**src/psch_pkg.sv**
```systemverilog
// ----------------------------------------------------------------------------
// psch_pkg
// Types and constants of the preemptive priority scheduler.
// ----------------------------------------------------------------------------
package psch_pkg;

  localparam int TIME_W  = 21;
  localparam int ARR_W   = 16;
  localparam int BURST_W = 16;
  localparam int PRIO_W  = 8;
  localparam int TASK_W  = 4;
  localparam int ROW_W   = ARR_W + BURST_W + PRIO_W;

  localparam logic [TIME_W-1:0] TIME_MAX = {TIME_W{1'b1}};

  // input action codes
  localparam logic ACT_LOAD = 1'b0;
  localparam logic ACT_TICK = 1'b1;

  typedef enum logic [3:0] {
    ST_IDLE   = 4'b0001,
    ST_SCAN   = 4'b0010,
    ST_PREP   = 4'b0100,
    ST_COMMIT = 4'b1000
  } psch_state_t;

  typedef struct packed {
    logic load;    // store the presented task
    logic start;   // begin a tick: clear the scan
    logic scan;    // step the task scan
    logic prep;    // read service count, form turnaround
    logic commit;  // update task, load result register, advance time
  } psch_cmd_t;

  typedef struct packed {
    logic scan_done;
    logic out_free;
  } psch_sts_t;

endpackage

```
**src/preemptive_priority_scheduler.sv**
```systemverilog
// ----------------------------------------------------------------------------
// preemptive_priority_scheduler
// Preemptive priority scheduler over a table of up to MAX_TASKS tasks.
// ----------------------------------------------------------------------------
// Input channel (in_valid/in_ready): in_action selects a load or a tick.
//   A load stores arrival, burst and priority under the next task number and
//   produces no result; loads past MAX_TASKS are dropped.
//   A tick grants one time unit to the arrived, unfinished task with the
//   smallest priority number (lowest task number on a tie) and produces one
//   result transaction on the output channel.
// Sequence: a tick is accepted, then scanned (one task row read a cycle from
//   the task table RAM, registered read); the service count is then read and
//   the task updated. in_ready returns with the result, so a new tick is not
//   accepted until the previous one has produced its result.
// Output channel (out_valid/out_ready): a result register holds the result, so
//   the next transaction is accepted while it waits. If the receiver stalls,
//   a following tick completes its scan and then waits in its update step.
// Reset (rst_n, synchronous, active low) empties the task table, clears time
//   to zero and drops any pending result. No clearing pass is needed.
// ----------------------------------------------------------------------------
module preemptive_priority_scheduler #(
  parameter int MAX_TASKS = 16
) (
  input  logic                         clk,
  input  logic                         rst_n,
  input  logic                         in_valid,
  output logic                         in_ready,
  input  logic                         in_action,
  input  logic [psch_pkg::ARR_W-1:0]   in_arrival_time,
  input  logic [psch_pkg::BURST_W-1:0] in_burst_length,
  input  logic [psch_pkg::PRIO_W-1:0]  in_priority_req,
  output logic                         out_valid,
  input  logic                         out_ready,
  output logic [psch_pkg::TIME_W-1:0]  out_current_time,
  output logic                         out_grant_valid,
  output logic [psch_pkg::TASK_W-1:0]  out_granted_task,
  output logic                         out_task_completed,
  output logic [psch_pkg::TIME_W-1:0]  out_turnaround_time,
  output logic [psch_pkg::TIME_W-1:0]  out_waiting_time,
  output logic                         out_all_done
);

  import psch_pkg::*;

  psch_cmd_t cmd;
  psch_sts_t sts;

  psch_ctrl u_ctrl (
    .clk       (clk),
    .rst_n     (rst_n),
    .in_valid  (in_valid),
    .in_action (in_action),
    .in_ready  (in_ready),
    .cmd       (cmd),
    .sts       (sts)
  );

  psch_dp #(.MAX_TASKS(MAX_TASKS)) u_dp (
    .clk                 (clk),
    .rst_n               (rst_n),
    .cmd                 (cmd),
    .sts                 (sts),
    .in_arrival_time     (in_arrival_time),
    .in_burst_length     (in_burst_length),
    .in_priority_req     (in_priority_req),
    .out_valid           (out_valid),
    .out_ready           (out_ready),
    .out_current_time    (out_current_time),
    .out_grant_valid     (out_grant_valid),
    .out_granted_task    (out_granted_task),
    .out_task_completed  (out_task_completed),
    .out_turnaround_time (out_turnaround_time),
    .out_waiting_time    (out_waiting_time),
    .out_all_done        (out_all_done)
  );

endmodule

```
**src/psch_ram.sv**
```systemverilog
// ----------------------------------------------------------------------------
// psch_ram
// Generic single write port, single read port RAM with registered read.
// ----------------------------------------------------------------------------
module psch_ram #(
  parameter int WIDTH = 8,
  parameter int DEPTH = 16
) (
  input  logic                                  clk,
  input  logic                                  we,
  input  logic [(DEPTH > 1 ? $clog2(DEPTH) : 1)-1:0] waddr,
  input  logic [WIDTH-1:0]                      wdata,
  input  logic [(DEPTH > 1 ? $clog2(DEPTH) : 1)-1:0] raddr,
  output logic [WIDTH-1:0]                      rdata
);

  logic [WIDTH-1:0] mem [DEPTH];

  always_ff @(posedge clk) begin
    if (we) begin
      mem[waddr] <= wdata;
    end
    rdata <= mem[raddr];
  end

endmodule

```
**src/psch_ctrl.sv**
```systemverilog
// ----------------------------------------------------------------------------
// psch_ctrl
// Sequencer: accepts transactions and steps the datapath through a tick.
// ----------------------------------------------------------------------------
module psch_ctrl (
  input  logic                clk,
  input  logic                rst_n,
  input  logic                in_valid,
  input  logic                in_action,
  output logic                in_ready,
  output psch_pkg::psch_cmd_t cmd,
  input  psch_pkg::psch_sts_t sts
);

  import psch_pkg::*;

  psch_state_t state_r, state_nxt;

  always_comb begin
    state_nxt = state_r;
    cmd       = '0;
    in_ready  = 1'b0;
    case (state_r)
      ST_IDLE: begin
        in_ready = 1'b1;
        if (in_valid) begin
          if (in_action == ACT_TICK) begin
            cmd.start = 1'b1;
            state_nxt = ST_SCAN;
          end else begin
            cmd.load = 1'b1;
          end
        end
      end
      ST_SCAN: begin
        cmd.scan = 1'b1;
        if (sts.scan_done) begin
          state_nxt = ST_PREP;
        end
      end
      ST_PREP: begin
        cmd.prep  = 1'b1;
        state_nxt = ST_COMMIT;
      end
      ST_COMMIT: begin
        // hold until the result register can take the new result
        if (sts.out_free) begin
          cmd.commit = 1'b1;
          state_nxt  = ST_IDLE;
        end
      end
      default: state_nxt = ST_IDLE;
    endcase
  end

  always_ff @(posedge clk) begin
    if (!rst_n) begin
      state_r <= ST_IDLE;
    end else begin
      state_r <= state_nxt;
    end
  end

endmodule

```
**src/psch_dp.sv**
```systemverilog
// ----------------------------------------------------------------------------
// psch_dp
// Datapath: task tables, priority scan, service accounting, result register.
// ----------------------------------------------------------------------------
module psch_dp #(
  parameter int MAX_TASKS = 16
) (
  input  logic                                clk,
  input  logic                                rst_n,
  input  psch_pkg::psch_cmd_t                 cmd,
  output psch_pkg::psch_sts_t                 sts,
  input  logic [psch_pkg::ARR_W-1:0]          in_arrival_time,
  input  logic [psch_pkg::BURST_W-1:0]        in_burst_length,
  input  logic [psch_pkg::PRIO_W-1:0]         in_priority_req,
  output logic                                out_valid,
  input  logic                                out_ready,
  output logic [psch_pkg::TIME_W-1:0]         out_current_time,
  output logic                                out_grant_valid,
  output logic [psch_pkg::TASK_W-1:0]         out_granted_task,
  output logic                                out_task_completed,
  output logic [psch_pkg::TIME_W-1:0]         out_turnaround_time,
  output logic [psch_pkg::TIME_W-1:0]         out_waiting_time,
  output logic                                out_all_done
);

  import psch_pkg::*;

  localparam int IDX_W = (MAX_TASKS > 1) ? $clog2(MAX_TASKS) : 1;
  localparam int CNT_W = $clog2(MAX_TASKS + 1);
  localparam logic [CNT_W-1:0] CNT_MAX = CNT_W'(MAX_TASKS);

  // control state
  logic [CNT_W-1:0]     task_cnt_r, task_cnt_nxt;
  logic [CNT_W-1:0]     open_cnt_r, open_cnt_nxt;
  logic [MAX_TASKS-1:0] fin_r, fin_nxt;
  logic [TIME_W-1:0]    time_r, time_nxt;
  logic [CNT_W-1:0]     scan_idx_r, scan_idx_nxt;
  logic                 rd_vld_r, rd_vld_nxt;
  logic                 found_r, found_nxt;
  logic                 out_valid_r, out_valid_nxt;

  // payload
  logic [IDX_W-1:0]     rd_idx_r, rd_idx_nxt;
  logic [IDX_W-1:0]     best_idx_r, best_idx_nxt;
  logic [ARR_W-1:0]     best_arr_r, best_arr_nxt;
  logic [BURST_W-1:0]   best_burst_r, best_burst_nxt;
  logic [PRIO_W-1:0]    best_prio_r, best_prio_nxt;
  logic [TIME_W-1:0]    ta_r, ta_nxt;
  logic [TIME_W-1:0]    o_time_r, o_time_nxt;
  logic                 o_grant_r, o_grant_nxt;
  logic [TASK_W-1:0]    o_task_r, o_task_nxt;
  logic                 o_done_r, o_done_nxt;
  logic [TIME_W-1:0]    o_ta_r, o_ta_nxt;
  logic [TIME_W-1:0]    o_wt_r, o_wt_nxt;
  logic                 o_all_r, o_all_nxt;

  // memories
  logic                 load_ok;
  logic [IDX_W-1:0]     load_addr;
  logic [ROW_W-1:0]     row_q;
  logic                 srv_we;
  logic [IDX_W-1:0]     srv_waddr;
  logic [BURST_W-1:0]   srv_wdata;
  logic [BURST_W-1:0]   srv_q;

  // scan row fields
  logic [ARR_W-1:0]     row_arr;
  logic [BURST_W-1:0]   row_burst;
  logic [PRIO_W-1:0]    row_prio;
  logic                 row_elig;

  // commit arithmetic
  logic [BURST_W-1:0]   burst_eff;
  logic [BURST_W:0]     served_inc;
  logic                 done_now;
  logic [TIME_W:0]      ta_full;
  logic [IDX_W+TASK_W-1:0] idx_ext;

  assign load_ok   = cmd.load && (task_cnt_r < CNT_MAX);
  assign load_addr = task_cnt_r[IDX_W-1:0];

  assign {row_arr, row_burst, row_prio} = row_q;
  assign row_elig = !fin_r[rd_idx_r] && ({(TIME_W-ARR_W)'(0), row_arr} <= time_r);

  psch_ram #(.WIDTH(ROW_W), .DEPTH(MAX_TASKS)) u_task_ram (
    .clk   (clk),
    .we    (load_ok),
    .waddr (load_addr),
    .wdata ({in_arrival_time, in_burst_length, in_priority_req}),
    .raddr (scan_idx_r[IDX_W-1:0]),
    .rdata (row_q)
  );

  // service counts: cleared on load, bumped on grant
  assign srv_we    = load_ok || (cmd.commit && found_r);
  assign srv_waddr = cmd.commit ? best_idx_r : load_addr;
  assign srv_wdata = cmd.commit ? served_inc[BURST_W-1:0] : '0;

  psch_ram #(.WIDTH(BURST_W), .DEPTH(MAX_TASKS)) u_srv_ram (
    .clk   (clk),
    .we    (srv_we),
    .waddr (srv_waddr),
    .wdata (srv_wdata),
    .raddr (best_idx_r),
    .rdata (srv_q)
  );

  // a zero burst is served as a burst of one
  assign burst_eff  = (best_burst_r == '0) ? BURST_W'(1) : best_burst_r;
  assign served_inc = {1'b0, srv_q} + (BURST_W+1)'(1);
  assign done_now   = found_r && (served_inc >= {1'b0, burst_eff});
  assign ta_full    = {1'b0, time_r} + (TIME_W+1)'(1) - {(TIME_W+1-ARR_W)'(0), best_arr_r};
  assign idx_ext    = {{TASK_W{1'b0}}, best_idx_r};

  always_comb begin
    task_cnt_nxt   = task_cnt_r;
    open_cnt_nxt   = open_cnt_r;
    fin_nxt        = fin_r;
    time_nxt       = time_r;
    scan_idx_nxt   = scan_idx_r;
    rd_vld_nxt     = rd_vld_r;
    rd_idx_nxt     = rd_idx_r;
    found_nxt      = found_r;
    best_idx_nxt   = best_idx_r;
    best_arr_nxt   = best_arr_r;
    best_burst_nxt = best_burst_r;
    best_prio_nxt  = best_prio_r;
    ta_nxt         = ta_r;
    out_valid_nxt  = out_valid_r && !out_ready;
    o_time_nxt     = o_time_r;
    o_grant_nxt    = o_grant_r;
    o_task_nxt     = o_task_r;
    o_done_nxt     = o_done_r;
    o_ta_nxt       = o_ta_r;
    o_wt_nxt       = o_wt_r;
    o_all_nxt      = o_all_r;

    if (load_ok) begin
      fin_nxt[load_addr] = 1'b0;
      task_cnt_nxt       = task_cnt_r + CNT_W'(1);
      open_cnt_nxt       = open_cnt_r + CNT_W'(1);
    end

    if (cmd.start) begin
      scan_idx_nxt = '0;
      rd_vld_nxt   = 1'b0;
      found_nxt    = 1'b0;
    end

    if (cmd.scan) begin
      // one read issued and one row judged per cycle
      rd_vld_nxt = scan_idx_r < task_cnt_r;
      rd_idx_nxt = scan_idx_r[IDX_W-1:0];
      if (scan_idx_r < task_cnt_r) begin
        scan_idx_nxt = scan_idx_r + CNT_W'(1);
      end
      if (rd_vld_r && row_elig && (!found_r || (row_prio < best_prio_r))) begin
        found_nxt      = 1'b1;
        best_idx_nxt   = rd_idx_r;
        best_arr_nxt   = row_arr;
        best_burst_nxt = row_burst;
        best_prio_nxt  = row_prio;
      end
    end

    if (cmd.prep) begin
      ta_nxt = ta_full[TIME_W] ? TIME_MAX : ta_full[TIME_W-1:0];
    end

    if (cmd.commit) begin
      out_valid_nxt = 1'b1;
      o_time_nxt    = time_r;
      o_grant_nxt   = found_r;
      o_task_nxt    = found_r ? idx_ext[TASK_W-1:0] : '0;
      o_done_nxt    = done_now;
      o_ta_nxt      = done_now ? ta_r : '0;
      if (done_now && (ta_r >= {(TIME_W-BURST_W)'(0), burst_eff})) begin
        o_wt_nxt = ta_r - {(TIME_W-BURST_W)'(0), burst_eff};
      end else begin
        o_wt_nxt = '0;
      end
      if (done_now) begin
        fin_nxt[best_idx_r] = 1'b1;
      end
      open_cnt_nxt = open_cnt_r - CNT_W'(done_now);
      o_all_nxt    = (open_cnt_nxt == '0);
      if (time_r != TIME_MAX) begin
        time_nxt = time_r + TIME_W'(1);
      end
    end
  end

  always_ff @(posedge clk) begin
    if (!rst_n) begin
      task_cnt_r  <= '0;
      open_cnt_r  <= '0;
      fin_r       <= '0;
      time_r      <= '0;
      scan_idx_r  <= '0;
      rd_vld_r    <= 1'b0;
      found_r     <= 1'b0;
      out_valid_r <= 1'b0;
    end else begin
      task_cnt_r  <= task_cnt_nxt;
      open_cnt_r  <= open_cnt_nxt;
      fin_r       <= fin_nxt;
      time_r      <= time_nxt;
      scan_idx_r  <= scan_idx_nxt;
      rd_vld_r    <= rd_vld_nxt;
      found_r     <= found_nxt;
      out_valid_r <= out_valid_nxt;
    end
  end

  always_ff @(posedge clk) begin
    rd_idx_r     <= rd_idx_nxt;
    best_idx_r   <= best_idx_nxt;
    best_arr_r   <= best_arr_nxt;
    best_burst_r <= best_burst_nxt;
    best_prio_r  <= best_prio_nxt;
    ta_r         <= ta_nxt;
    o_time_r     <= o_time_nxt;
    o_grant_r    <= o_grant_nxt;
    o_task_r     <= o_task_nxt;
    o_done_r     <= o_done_nxt;
    o_ta_r       <= o_ta_nxt;
    o_wt_r       <= o_wt_nxt;
    o_all_r      <= o_all_nxt;
  end

  assign sts.scan_done = (scan_idx_r == task_cnt_r) && !rd_vld_r;
  assign sts.out_free  = !out_valid_r || out_ready;

  assign out_valid           = out_valid_r;
  assign out_current_time    = o_time_r;
  assign out_grant_valid     = o_grant_r;
  assign out_granted_task    = o_task_r;
  assign out_task_completed  = o_done_r;
  assign out_turnaround_time = o_ta_r;
  assign out_waiting_time    = o_wt_r;
  assign out_all_done        = o_all_r;

endmodule

```
**config.mk**
```make
export PLATFORM = sky130hd
export DESIGN_NAME = preemptive_priority_scheduler
export DESIGN_NICKNAME = d
export VERILOG_FILES = /design/src/psch_pkg.sv /design/src/preemptive_priority_scheduler.sv /design/src/psch_ram.sv /design/src/psch_ctrl.sv /design/src/psch_dp.sv
export SDC_FILE = /design/constraint.sdc
export NUM_CORES = 1
export LEC_CHECK = 0
export BUFFER_PORTS_ARGS = -buffer_cell sky130_fd_sc_hd__buf_4
export CAP_MARGIN = 20
export CORE_MARGIN = 10
export CORE_UTILIZATION = 60
export DETAILED_ROUTE_END_ITERATION = 10
export GPL_ROUTABILITY_DRIVEN = 0
export HOLD_SLACK_MARGIN = 0.03
export PLACE_DENSITY_LB_ADDON = 0.12
export SETUP_SLACK_MARGIN = 0.02
export SYNTH_ARGS = -nofsm -noshare
export SYNTH_HDL_FRONTEND = slang
export SYNTH_SLANG_ARGS = --single-unit
```
**constraint.sdc**
```tcl
create_clock -name clk -period 7.1 [get_ports clk]
set_input_delay 0.355 -clock clk [delete_from_list [all_inputs] [get_ports clk]]
set_output_delay 0.355 -clock clk [all_outputs]
set_load 0.01 [all_outputs]
```
==> flow_summary.rst <==
.. list-table::
   :header-rows: 1

   * - Metric
     - Value
   * - Ys flop type
     - edfxtp_1
   * - Status
     - completed
   * - Clock latency on the worst-skew pair
     - 0.68 ns
   * - Clock-pin slew of the registers on the worst-case setup and hold paths
     - 0.06 ns
   * - Fraction of final layout cells sized beyond drive strength 1
     - 0.247
   * - Max-capacitance violation count
     - 0
   * - Chip Width
     - 297 um
   * - Net count after synthesis
     - ~2500
   * - Number of standard cells in the final layout excluding fillers
     - 3744
   * - First-pass GRT wire length
     - 151000 um
   * - Total congestion overflow
     - 0
   * - Sequential-to-total area share from yosys stat
     - 0.726
   * - Vert. Die Dim
     - 297 um
   * - RSZ-0062 raised after global routing
     - no
   * - 1st-pass router iterations
     - 6
   * - Sequential cell area
     - roughly 33000 sq um
   * - Worst slew margin relative to its limit
     - 0.315
   * - Post-Route Hold Slack
     - 0.0752 ns
   * - Die Outline Area
     - approximately 90000 sq um
   * - Final hold vios
     - 0
   * - Worst Clk Skew
     - between 0.03 and 0.04 ns
   * - Slew at the pin closest to its max-slew limit
     - roughly 1.0 ns
   * - Number of slew-limit violations in the final report
     - 0
   * - Number of flops mapped to enable cells by yosys
     - 1035
   * - Post-Synthesis Cell Area
     - between 40000 and 50000 sq um
   * - Final critical-path share of the clock period
     - 0.568
   * - Met3 Routed Length
     - 5700 um
   * - Number of post-CTS setup repair buffers
     - 0
   * - Vias after detailed routing
     - approximately 23000
   * - Proportion of register bits with asynchronous set or reset after synthesis
     - 0
   * - Synth warn
     - 0
   * - Total Nets Final
     - about 2800
   * - Total of flip-flops plus latches after synthesis
     - 1150
   * - Type of element capturing the critical path
     - register
   * - Area of the core
     - roughly 76000 sq um
   * - Post-route total power
     - 13.6 mW
   * - Area share of the largest cell type after synthesis
     - 0.676
   * - Power per cell area
     - 258 nW/um^2
   * - Multi-input combinational cell area
     - 12000 sq um
   * - Met1 routed wirelength after detailed routing
     - 39900 um
   * - Post-cts resize count
     - 0
   * - Total of fill cells in the finished design
     - 4718
   * - Vias/cell
     - 6.13
   * - Number of remaining DRC errors
     - 0
   * - Clock tree from TritonCTS
     - yes
   * - Cts bufs inserted
     - ~110
   * - Leakage power figure
     - around 17 nW
   * - Minimum period implied by the final worst setup slack
     - 4.04 ns
   * - IO Count
     - around 120
   * - Yosys cell types
     - 81
   * - Wire length per cell
     - 26.4 um
   * - Critical Path AT
     - 4.42 ns
   * - 1st-iter DRT viols
     - 2110
   * - Number of antenna violations at the first check in global routing
     - 5
   * - CTS H-Tree Depth
     - 3
   * - Avg Cell Area, Syn
     - 19.3 sq um
   * - Setup total negative slack
     - 0 ns
   * - Worst hold path class
     - in2reg
   * - Number of nets with antenna violations after routing
     - 0
   * - Max Fclk
     - 248 MHz
   * - Global router's overall resource usage
     - 0.225
   * - Pin count of the biggest net entering global routing
     - between 70 and 80
   * - Top layer reached by signal wires
     - met5
   * - Highest fanout seen on the critical path
     - 14
   * - Nature of the critical path startpoint
     - register
   * - Rows
     - 101
   * - Count of buffers from port buffering
     - 116
   * - Peak supply drop
     - 0.229 mV
   * - Starting density of the core
     - 0.606
   * - Root Buffer
     - clkbuf_16
   * - CP required
     - 7.48 ns
   * - DP Cell Count
     - 3489
   * - Area growth from synthesis to final layout
     - 14.1%
   * - TritonCTS sink count
     - between 1000 and 1500
   * - Library cell with the largest summed area after synthesis
     - edfxtp_1
   * - Max Root-Sink Buffers
     - 3
   * - Kind of critical path
     - reg2reg
   * - Top cells by area in the synthesized netlist
     - edfxtp_1 68%, mux4_2 14%, dfxtp_1 5.0%, ha_1 3.1%, and2_1 0.95%
   * - Post-DP HPWL
     - 56300 um
   * - Number of endpoints failing setup at the final stage
     - 0
   * - Detailed route wirelength on metal2
     - 51000 um
   * - Post-Synthesis Cells
     - about 2400
   * - Detailed-route wire length
     - 99000 um
   * - Vias in the first global route
     - 24000
[power breakdown]
| group | switching (mW) | internal, mW |
|---|---|---|
| Clock | 2.43 | 3.53 |
| Sequential | 0.0257 | 7.38 |
| Combinational | 0.118 | 0.0843 |
| Total | 2.57 | 11.0 |
[metal layers]
| layer | vias up | GRT usage |
|---|---|---|
| met3 | 160 | 0.0372 |
| met4 | 6 | 0.0591 |
| met5 | - | 0 |
| met2 | 723 | 0.387 |
| met1 | 12000 | 0.298 |
| li1 | 10100 | - |
[stage by stage]
| stage | worst slack (ns) | instance area [sq um] | util |
|---|---|---|---|
| after global routing | 2.87 | 52500 | 0.691 |
| after detailed placement | 3.11 | 48300 | 0.636 |
| final | 3.06 | 52500 | 0.691 |
| after global placement | 3.21 | 48300 | 0.636 |
| after floorplan | 0.534 | 46000 | - |
| after CTS | 3.07 | 52500 | 0.691 |
[path summary, 6_finish.rpt]
kind | startpoint | end | slack [ns] | cells after the start
setup reg to reg | u_dp.time_r[1] | u_dp.ta_r[20] | 3.06 | 14
hold / removal | in_valid | u_ctrl.state_r[0] | 0.08 | 4
setup / recovery | u_dp.time_r[1] | u_dp.ta_r[20] | 3.06 | 14
hold reg to reg | u_dp.u_task_ram.rdata[20] | u_dp.best_burst_r[12] | 0.40 | 0
[cell usage after synthesis (all sizes together), types with 4 or more instances]
cell	number
xnor2	44
and2	70
inv	82
nor3	26
mux4	285
a21oi	35
and3	7
a21o	23
mux2i	5
nor2b	16
o21a	16
o31a	4
xor2	17
a21boi	7
nor4b	5
dfxtp	115
buf	34
a211oi	10
nand2	78
nor2	93
and4	5
nand3	30
or2	5
a31oi	4
o22ai	9
o2bb2ai	8
edfxtp	1035
nand2b	20
o21bai	5
clkbuf	60
nor3b	4
ha	113
nand4	28
nor4	7
or3	6
o21ai	36
[layout make-up]
| class | instances | area share |
|---|---|---|
| multi-input cells | 1058 | 0.229 |
| repair buffers | 210 | 0.0319 |
| diodes | 1 | 0.0000477 |
| flip-flops and latches | 1150 | 0.636 |
| clock inverters | 55 | 0.0118 |
| clock buffers | 158 | 0.0600 |
| inverters | 82 | 0.00589 |
| well taps | 1030 | 0.0246 |
[critical path: stages, from the launching register on]
cell       delay [ns]
dfxtp_1          0.44
inv_1            0.12
ha_1             0.29
inv_1            0.06
ha_1             0.20
inv_1            0.08
fa_1             0.44
nand2b_1         0.21
a21oi_2          0.22
o2111ai_2        0.18
a21bo_4          0.25
a21oi_2          0.17
or4b_1           0.31
nand3_4          0.20
or4_1            0.57
[kinds of logic (layout without fill, tap and decap cells)]
kind of cell	count (synthesis)	after routing	synth area share
simple gates	411	411	0.0474
xor+xnor	61	61	0.0116
other cells	0	1	0
fa+ha+maj	115	115	0.0316
mux	290	290	0.141
compound gates	181	181	0.0278
buf+inv	176	505	0.0151
flops	1150	1150	0.726
[layout by cell type, fill, tap and decap left out, drive strengths merged, types with 10 or more instances in the layout]
cell type       n
clkbuf        158
nor2b          16
dlygate4sd3    40
buf           170
nand2b         20
a211oi         10
inv            84
ha            113
nor2           93
o21ai          36
nand2          78
and2           70
nand4          28
clkinv         39
nor3           26
mux4          285
dfxtp         115
edfxtp       1035
xor2           17
a21o           23
nand3          30
a21oi          35
bufinv         12
o21a           16
xnor2          44
[flip-flops by register name, indices dropped and copies added, names as in the netlist, 4 cells and up]
register and flops:
u_ctrl.state_r 4, u_dp.best_arr_r 16, u_dp.best_burst_r 16, u_dp.best_idx_r 4, u_dp.best_prio_r 8, u_dp.fin_r 16
u_dp.open_cnt_r 5, u_dp.out_current_time 21, u_dp.out_granted_task 4, u_dp.out_turnaround_time 21, u_dp.out_waiting_time 21, u_dp.rd_idx_r 4
u_dp.scan_idx_r 5, u_dp.ta_r 21, u_dp.task_cnt_r 5, u_dp.time_r 21, u_dp.u_srv_ram.mem 256, u_dp.u_srv_ram.rdata 16
u_dp.u_task_ram.mem 640, u_dp.u_task_ram.rdata 40
[repair_timing]
item,CTS,global route
endpoints found under the hold margin,640,0
hold buffers,40,0
endpoints found under the setup margin,0,0
Power figures use the tool's default switching activity.
